===== src/rtl/rhsm_pkg.sv =====
// ----------------------------------------------------------------------------
// rhsm_pkg
// Shared types and constants for the rolling-hash substring matcher.
// ----------------------------------------------------------------------------
`default_nettype none

package rhsm_pkg;

    // Default sizes, overridable on the top level
    localparam int MAX_PATTERN_DEF   = 16;
    localparam int POSITION_BITS_DEF = 32;

    // Fixed field widths
    localparam int BYTE_W        = 8;
    localparam int CFG_DATA_W    = 64;
    localparam int CFG_INDEX_W   = 2;
    localparam int LEN_W         = 5;
    localparam int POS_OUT_W     = 32;
    localparam int PATTERN_BYTES = 16;
    localparam int BYTE_SEL_W    = $clog2(PATTERN_BYTES);

    // Register indexes
    localparam logic [CFG_INDEX_W-1:0] CFG_PATTERN_LOW    = 2'd0;
    localparam logic [CFG_INDEX_W-1:0] CFG_PATTERN_HIGH   = 2'd1;
    localparam logic [CFG_INDEX_W-1:0] CFG_PATTERN_LENGTH = 2'd2;

    // Control from the configuration block to the match datapath
    typedef struct packed {
        logic             restart;   // config write: drop the current text
        logic [LEN_W-1:0] eff_len;   // clamped pattern length, 1..MAX_PATTERN
    } cfg_ctrl_t;

    typedef struct packed {
        logic                 found;
        logic [POS_OUT_W-1:0] match_position;
    } result_t;

endpackage

`default_nettype wire


===== src/rtl/rolling_hash_substring_matcher.sv =====
// ----------------------------------------------------------------------------
// rolling_hash_substring_matcher
// Finds the first occurrence of a 1..16 byte pattern in a byte stream.
// ----------------------------------------------------------------------------
// Takes one text byte per cycle, sustained unless a full output register
// waits on m_tready; a byte is held in an input register, checked against
// the pattern across all window lanes in parallel, and its result (if any)
// lands in the output register that drives m_tvalid. Each text gives at most one
// transaction: found with the start index of the first match, or not-found
// on the tlast byte. Bytes after a match are swallowed up to tlast, which
// starts a new text. Write the configuration only while idle; any write to
// indexes 0 to 2 restarts the current text. The byte position saturates at
// 2^POSITION_BITS-1.
// ----------------------------------------------------------------------------
`default_nettype none

module rolling_hash_substring_matcher #(
    parameter int MAX_PATTERN   = rhsm_pkg::MAX_PATTERN_DEF,
    parameter int POSITION_BITS = rhsm_pkg::POSITION_BITS_DEF
) (
    input  wire logic                                aclk,
    input  wire logic                                aresetn,
    // configuration
    input  wire logic                                cfg_we,
    input  wire logic [rhsm_pkg::CFG_INDEX_W-1:0]    cfg_index,
    input  wire logic [rhsm_pkg::CFG_DATA_W-1:0]     cfg_wdata,
    // text in
    input  wire logic                                s_tvalid,
    output logic                                     s_tready,
    input  wire logic [rhsm_pkg::BYTE_W-1:0]         s_tdata,   // [7:0] text_byte
    input  wire logic                                s_tlast,   // end_of_text
    // result out
    output logic                                     m_tvalid,
    input  wire logic                                m_tready,
    output logic [rhsm_pkg::POS_OUT_W-1:0]           m_tdata,   // [31:0] match_position
    output logic                                     m_tuser    // [0] found
);

    rhsm_pkg::cfg_ctrl_t                          ctrl;
    logic [MAX_PATTERN-1:0][rhsm_pkg::BYTE_W-1:0] pat_lanes;

    logic                          in_valid_reg;
    logic [rhsm_pkg::BYTE_W-1:0]   in_byte_reg;
    logic                          in_last_reg;
    logic                          out_valid_reg;
    rhsm_pkg::result_t             out_result_reg;

    logic                          step;
    logic                          res_valid;
    rhsm_pkg::result_t             result;

    rhsm_cfg #(
        .MAX_PATTERN (MAX_PATTERN)
    ) u_cfg (
        .aclk      (aclk),
        .aresetn   (aresetn),
        .cfg_we    (cfg_we),
        .cfg_index (cfg_index),
        .cfg_wdata (cfg_wdata),
        .ctrl      (ctrl),
        .pat_lanes (pat_lanes)
    );

    // the held byte moves on once the output register is free or draining
    assign step     = in_valid_reg && (!out_valid_reg || m_tready);
    assign s_tready = !in_valid_reg || step;

    rhsm_match #(
        .MAX_PATTERN   (MAX_PATTERN),
        .POSITION_BITS (POSITION_BITS)
    ) u_match (
        .aclk        (aclk),
        .aresetn     (aresetn),
        .ctrl        (ctrl),
        .pat_lanes   (pat_lanes),
        .step        (step),
        .text_byte   (in_byte_reg),
        .end_of_text (in_last_reg),
        .res_valid   (res_valid),
        .result      (result)
    );

    always_ff @(posedge aclk) begin
        if (!aresetn) begin
            in_valid_reg <= 1'b0;
        end else if (s_tready) begin
            in_valid_reg <= s_tvalid;
        end
    end

    always_ff @(posedge aclk) begin
        if (s_tready && s_tvalid) begin
            in_byte_reg <= s_tdata;
            in_last_reg <= s_tlast;
        end
    end

    always_ff @(posedge aclk) begin
        if (!aresetn) begin
            out_valid_reg <= 1'b0;
        end else if (step) begin
            out_valid_reg <= res_valid;
        end else if (m_tready) begin
            out_valid_reg <= 1'b0;
        end
    end

    always_ff @(posedge aclk) begin
        if (step && res_valid) begin
            out_result_reg <= result;
        end
    end

    assign m_tvalid = out_valid_reg;
    assign m_tdata  = out_result_reg.match_position;
    assign m_tuser  = out_result_reg.found;

endmodule

`default_nettype wire


===== src/rtl/rhsm_cfg.sv =====
// ----------------------------------------------------------------------------
// rhsm_cfg
// Configuration registers. Derives the clamped pattern length and the
// pattern bytes aligned to window lanes (lane 0 = last pattern byte).
// ----------------------------------------------------------------------------
`default_nettype none

module rhsm_cfg #(
    parameter int MAX_PATTERN = rhsm_pkg::MAX_PATTERN_DEF
) (
    input  wire logic                                         aclk,
    input  wire logic                                         aresetn,
    input  wire logic                                         cfg_we,
    input  wire logic [rhsm_pkg::CFG_INDEX_W-1:0]             cfg_index,
    input  wire logic [rhsm_pkg::CFG_DATA_W-1:0]              cfg_wdata,
    output rhsm_pkg::cfg_ctrl_t                               ctrl,
    output logic [MAX_PATTERN-1:0][rhsm_pkg::BYTE_W-1:0]      pat_lanes
);

    localparam int LEN_W = rhsm_pkg::LEN_W;

    logic [rhsm_pkg::CFG_DATA_W-1:0] low_reg, low_next;
    logic [rhsm_pkg::CFG_DATA_W-1:0] high_reg, high_next;
    logic [LEN_W-1:0]                len_reg, len_next;
    logic [LEN_W-1:0]                eff_len_reg, eff_len_next;
    logic [MAX_PATTERN-1:0][rhsm_pkg::BYTE_W-1:0] lanes_reg, lanes_next;
    logic [rhsm_pkg::PATTERN_BYTES-1:0][rhsm_pkg::BYTE_W-1:0] bytes_next;
    logic                            write_hit;

    always_comb begin
        write_hit = cfg_we && (cfg_index == rhsm_pkg::CFG_PATTERN_LOW ||
                               cfg_index == rhsm_pkg::CFG_PATTERN_HIGH ||
                               cfg_index == rhsm_pkg::CFG_PATTERN_LENGTH);
        low_next  = (cfg_we && cfg_index == rhsm_pkg::CFG_PATTERN_LOW)  ? cfg_wdata : low_reg;
        high_next = (cfg_we && cfg_index == rhsm_pkg::CFG_PATTERN_HIGH) ? cfg_wdata : high_reg;
        len_next  = (cfg_we && cfg_index == rhsm_pkg::CFG_PATTERN_LENGTH) ?
                    cfg_wdata[LEN_W-1:0] : len_reg;

        if (len_next == '0) begin
            eff_len_next = LEN_W'(1);
        end else if (len_next > LEN_W'(MAX_PATTERN)) begin
            eff_len_next = LEN_W'(MAX_PATTERN);
        end else begin
            eff_len_next = len_next;
        end

        bytes_next = {high_next, low_next};
    end

    // lane j holds pattern byte eff_len-1-j; lanes at or above eff_len are unused
    for (genvar j = 0; j < MAX_PATTERN; j++) begin : g_lane
        logic [LEN_W-1:0] sel;
        assign sel = eff_len_next - LEN_W'(j) - LEN_W'(1);
        assign lanes_next[j] = (LEN_W'(j) < eff_len_next) ?
                               bytes_next[sel[rhsm_pkg::BYTE_SEL_W-1:0]] : '0;
    end

    always_ff @(posedge aclk) begin
        if (!aresetn) begin
            low_reg     <= '0;
            high_reg    <= '0;
            len_reg     <= LEN_W'(1);
            eff_len_reg <= LEN_W'(1);
            lanes_reg   <= '0;
        end else if (write_hit) begin
            low_reg     <= low_next;
            high_reg    <= high_next;
            len_reg     <= len_next;
            eff_len_reg <= eff_len_next;
            lanes_reg   <= lanes_next;
        end
    end

    assign ctrl.restart = write_hit;
    assign ctrl.eff_len = eff_len_reg;
    assign pat_lanes    = lanes_reg;

endmodule

`default_nettype wire


===== src/rtl/rhsm_match.sv =====
// ----------------------------------------------------------------------------
// rhsm_match
// Per-text state: byte window, fill, position and done flag. Compares the
// updated window with the pattern lanes and forms the result.
// ----------------------------------------------------------------------------
`default_nettype none

module rhsm_match #(
    parameter int MAX_PATTERN   = rhsm_pkg::MAX_PATTERN_DEF,
    parameter int POSITION_BITS = rhsm_pkg::POSITION_BITS_DEF
) (
    input  wire logic                                    aclk,
    input  wire logic                                    aresetn,
    input  wire rhsm_pkg::cfg_ctrl_t                     ctrl,
    input  wire logic [MAX_PATTERN-1:0][rhsm_pkg::BYTE_W-1:0] pat_lanes,
    input  wire logic                                    step,
    input  wire logic [rhsm_pkg::BYTE_W-1:0]             text_byte,
    input  wire logic                                    end_of_text,
    output logic                                         res_valid,
    output rhsm_pkg::result_t                            result
);

    localparam int LEN_W  = rhsm_pkg::LEN_W;
    localparam int FILL_W = $clog2(MAX_PATTERN + 1);
    localparam int SUB_W  = (POSITION_BITS > rhsm_pkg::POS_OUT_W) ?
                            POSITION_BITS : rhsm_pkg::POS_OUT_W;
    localparam logic [POSITION_BITS-1:0] POS_MAX = '1;

    logic [MAX_PATTERN-1:0][rhsm_pkg::BYTE_W-1:0] win_reg, win_next;
    logic [FILL_W-1:0]        fill_reg, fill_next;
    logic [POSITION_BITS-1:0] pos_reg, pos_next;
    logic                     done_reg;
    logic [MAX_PATTERN-1:0]   lane_ok;
    logic                     hit;
    logic [SUB_W-1:0]         start_pos;

    always_comb begin
        win_next[0] = text_byte;
        for (int j = 1; j < MAX_PATTERN; j++) begin
            win_next[j] = win_reg[j-1];
        end
        fill_next = (fill_reg == FILL_W'(MAX_PATTERN)) ? fill_reg : fill_reg + FILL_W'(1);
        pos_next  = (pos_reg == POS_MAX) ? pos_reg : pos_reg + POSITION_BITS'(1);

        // lanes beyond the pattern length always agree
        for (int j = 0; j < MAX_PATTERN; j++) begin
            lane_ok[j] = (LEN_W'(j) >= ctrl.eff_len) || (win_next[j] == pat_lanes[j]);
        end
        hit = !done_reg && (LEN_W'(fill_next) >= ctrl.eff_len) && (&lane_ok);

        start_pos = SUB_W'(pos_reg) - SUB_W'(ctrl.eff_len - LEN_W'(1));

        res_valid             = step && !done_reg && (hit || end_of_text);
        result.found          = hit;
        result.match_position = hit ? start_pos[rhsm_pkg::POS_OUT_W-1:0] : '0;
    end

    // window is payload: lanes are only compared once fill covers them
    always_ff @(posedge aclk) begin
        if (step && !done_reg) begin
            win_reg <= win_next;
        end
    end

    always_ff @(posedge aclk) begin
        if (!aresetn || ctrl.restart || (step && end_of_text)) begin
            fill_reg <= '0;
            pos_reg  <= '0;
            done_reg <= 1'b0;
        end else if (step && !done_reg) begin
            fill_reg <= fill_next;
            pos_reg  <= pos_next;
            done_reg <= hit;
        end
    end

endmodule

`default_nettype wire

===== config.mk =====
export PLATFORM = sky130hd
export DESIGN_NAME = rolling_hash_substring_matcher
export DESIGN_NICKNAME = d
export VERILOG_FILES = /design/src/rtl/rhsm_pkg.sv /design/src/rtl/rolling_hash_substring_matcher.sv /design/src/rtl/rhsm_cfg.sv /design/src/rtl/rhsm_match.sv
export SDC_FILE = /design/constraint.sdc
export NUM_CORES = 1
export LEC_CHECK = 0
export BUFFER_PORTS_ARGS = -buffer_cell sky130_fd_sc_hd__buf_2
export CAP_MARGIN = 20
export CORE_AREA = 2 2 199 201
export DETAILED_ROUTE_END_ITERATION = 10
export DIE_AREA = 0 0 201 203
export PLACE_DENSITY = 0.95
export SKIP_CTS_REPAIR_TIMING = 1
export SLEW_MARGIN = 30
export SYNTH_ARGS = -nofsm -noshare
export SYNTH_HDL_FRONTEND = slang
export SYNTH_SLANG_ARGS = --single-unit

===== constraint.sdc =====
create_clock -name aclk -period 8.8 [get_ports aclk]
set_input_delay 0.44 -clock aclk [delete_from_list [all_inputs] [get_ports aclk]]
set_output_delay 0.44 -clock aclk [all_outputs]
set_load 0.03 [all_outputs]

==> impl_metrics.tcl <==
set metrics [dict create \
    initial_core_util 0.6644 \
    synth_nets 2743 \
    final.min_clock_period_ns 4.545 \
    dominantRegCellSynth "dfxtp_1" \
    core_mm2 0.03847 \
    synth_top_area_frac 0.2389 \
    tightest_slew_ns 1.165 \
    max_stage_delay_ns 0.79 \
    die_area_mm2 0.04080 \
    yosys.area.top_type "dfxtp_1" \
    path_class "reg2reg" \
    io_pins 115 \
    powerDensity_mw_per_mm2 190.5 \
    peakVddDrop_uv 181.8 \
    total_leakage_power_nw 11.98 \
    setup_viol 0 \
    vias 22500 \
    synth.avg_cell_area_um2 9.777 \
    syn_inst 2614 \
    antennaDiodeCount 0 \
    post-dp-hpwl_mm 65.24 \
    status "finished, final reports clean" \
    required_ns 9.29 \
    track_usage 0.4278 \
    grt_overflow_total 0 \
    n_fill_cell 2675 \
    firstDrtPassIters 8 \
    drt_iter0_markers 2902 \
    grt_pass1_wl_mm 131.4 \
    areaGrowthSynthToFinish_pct 9.923 \
    min_path_type "in2reg" \
    wl_per_cell_um 27.81 \
    clkTransAtPathRegs_ns 0.06 \
    postRouteAntennaNets 0 \
    totalPowerFinal_mw 5.352 \
    antenna_found_initial 1 \
    root_buffer "clkbuf_16" \
    portBuffers 114 \
    cts.sinks 467 \
    clock_path_buffers 3 \
    grt_pass1_vias 20940 \
    synth_edf_count 162 \
    layout-drive-gt1-share 0.1084 \
    cp-end-kind "flip-flop" \
    finalSetupTns_ns 0 \
    clk_latency_ns 0.61 \
    drc_errors 0 \
    std_cell_rows 72 \
    hold_viol 0 \
    maxCapViolCount 0 \
    fmax_mhz 220.0 \
    routed_wl_mm 89.07 \
    slowest_stage "o21ai_1" \
    synth-seq-cells 467 \
    synthTopCellsByArea "dfxtp_1, edfxtp_1, mux2i_1, nand2_1, a22o_1" \
    slew_violations 0 \
    ys_seq_area_frac 0.4292 \
    synth_area_mm2 0.02556 \
    routabilityCongestion 1.128 \
    relSlewSlack 0.2154 \
    finalClockSkew_ns 0.02314 \
    grt_max_degree 84 \
    finalCritPeriodShare 0.5165 \
    startpoint_type "flip-flop" \
    cts_buffers 48 \
    die_height_um 203 \
    largest_reg_flops 128 \
    synthArstFlopShare 0 \
    synth_cell_types 79 \
    crit_chain "nand2b_1 -> mux2_4 -> clkinv_2 -> buf_4 -> nand2_1 -> nor2_1 -> o21ai_1 -> a21oi_2 -> a22oi_1 -> nand2_1" \
    yosysWarnings 0 \
    rsz0062_at_grt "no" \
    die_w_um 201 \
    worstPathArrival_ns 5.04 \
    cts_tree "built" \
    via_per_inst 7.024 \
    htreeDepth 2 \
    nNetsFinal 2774 \
    crit_fanout 82 \
    cpMostUsedCell "nand2_1" \
]
-- synthesized netlist by cell type (all sizes together) (5+ instances only) --
library cell / instances
nor3: 22
inv: 56
a21o: 12
o21a: 7
and2: 9
nand2: 442
a31oi: 53
nand3: 34
nand2b: 14
a311oi: 9
a21oi: 82
clkbuf: 95
a222oi: 31
mux4: 32
a32oi: 12
edfxtp: 162
mux2i: 300
and3: 57
dfxtp: 305
or2: 7
xnor2: 114
or3: 18
nor2: 130
xor2: 69
a22o: 144
nand3b: 6
buf: 64
a221o: 8
a211oi: 13
mux2: 5
nor2b: 9
o22ai: 13
o21ai: 91
nor4: 16
nand4: 35
ha: 48
o211ai: 18
a22oi: 34
-- layer usage --
metal | track usage | vias to the layer above | share of wire
li1 | - | 9711 | -
met1 | 0.5620 | 10820 | 0.38
met2 | 0.6673 | 1644 | 0.45
met3 | 0.08555 | 325 | 0.12
met4 | 0.2357 | 0 | 0.063
met5 | 0 | - | 0
-- area by class of cell --
cell class / instances / area, um2 / share of cell area
Inverter: 57 / 220.2 / 0.007838
Multi-Input combinational cell: 1931 / 13750 / 0.4893
Tap cell: 518 / 648.1 / 0.02307
Clock inverter: 28 / 424.2 / 0.01510
Timing Repair Buffer: 140 / 790.8 / 0.02815
Clock buffer: 62 / 1295 / 0.04609
Sequential cell: 467 / 10970 / 0.3905
-- logic make-up (layout without fill, tap and decap cells) --
| family | Yosys count | count (layout) | synth area share |
|---|---|---|---|
| simple gates | 811 | 811 | 0.1414 |
| mux | 337 | 337 | 0.1479 |
| fa+ha+maj | 49 | 49 | 0.02428 |
| xor+xnor | 183 | 183 | 0.06374 |
| flops | 467 | 467 | 0.4292 |
| buf+inv | 216 | 287 | 0.03716 |
| compound gates | 551 | 551 | 0.1563 |
-- worst paths after layout --
check                                                        from                                to  slack, ns  depth (start not counted)
worst min-delay path                                      s_tlast             in_last_reg$_DFFE_PP_       0.01                          1
worst max register to register  u_cfg.eff_len_reg[4]$_SDFFE_PN0P_  u_cfg.pat_lanes[54]$_SDFFE_PN0P_       4.26                         10
worst min register to register   u_cfg.pat_lanes[17]$_SDFFE_PN0P_  u_cfg.pat_lanes[17]$_SDFFE_PN0P_       0.45                          2
worst max-delay path            u_cfg.eff_len_reg[4]$_SDFFE_PN0P_  u_cfg.pat_lanes[54]$_SDFFE_PN0P_       4.26                         10
-- worst max-delay path, delay by kind of cell (launching register included) --
kind                   cells  cell delay (ns)
DFF                        1             0.65
and+or+nand+nor            4             0.73
buffers and inverters      2             1.19
AOI/OAI and AO/OA          3             1.28
muxes                      1             0.50
-- power by group --
| part | internal [mW] | total, mW | leakage [nW] | switching [mW] |
|---|---|---|---|---|
| logic | 0.253 | 0.756 | 7.17 | 0.503 |
| registers | 2.29 | 2.33 | 3.97 | 0.0420 |
| clock network | 1.36 | 2.27 | 0.840 | 0.902 |
-- cell usage in the layout (no fill, tap or decap), types with 22 or more instances in the layout --
cell type / synthesis / routed
a21oi_1: 81 / 80
a222oi_1: 31 / 31
a22o_1: 144 / 144
a22oi_1: 34 / 34
a31oi_1: 53 / 51
and3_1: 57 / 57
buf_2: 38 / 115
buf_4: 7 / 22
clkbuf_16: 0 / 49
dfxtp_1: 305 / 305
edfxtp_1: 162 / 162
ha_1: 48 / 47
inv_1: 53 / 52
mux2i_1: 300 / 300
mux4_2: 32 / 32
nand2_1: 442 / 438
nand3_1: 33 / 33
nand4_1: 35 / 35
nor2_1: 130 / 128
o21ai_0: 87 / 85
xnor2_1: 112 / 111
xor2_1: 69 / 69
-- per-stage QoR --
stage / setup slack [ns] / utilization / cell area [um2] / cells / hold slack, ns
2_1_floorplan: 4.788 / - / 25560 / 2614 / 0.4307
3_3_place_gp: 4.283 / 0.6836 / 26300 / 3111 / 0.4417
3_5_place_dp: 4.085 / 0.6845 / 26330 / 3111 / 0.4470
4_1_cts: 4.214 / 0.7292 / 28050 / 3201 / 0.005430
5_1_grt: 4.008 / 0.7304 / 28090 / 3203 / 0.02273
6_report: 4.255 / 0.7304 / 28090 / 3203 / 0.01428
Note: power is estimated with default switching activity, not from simulation.
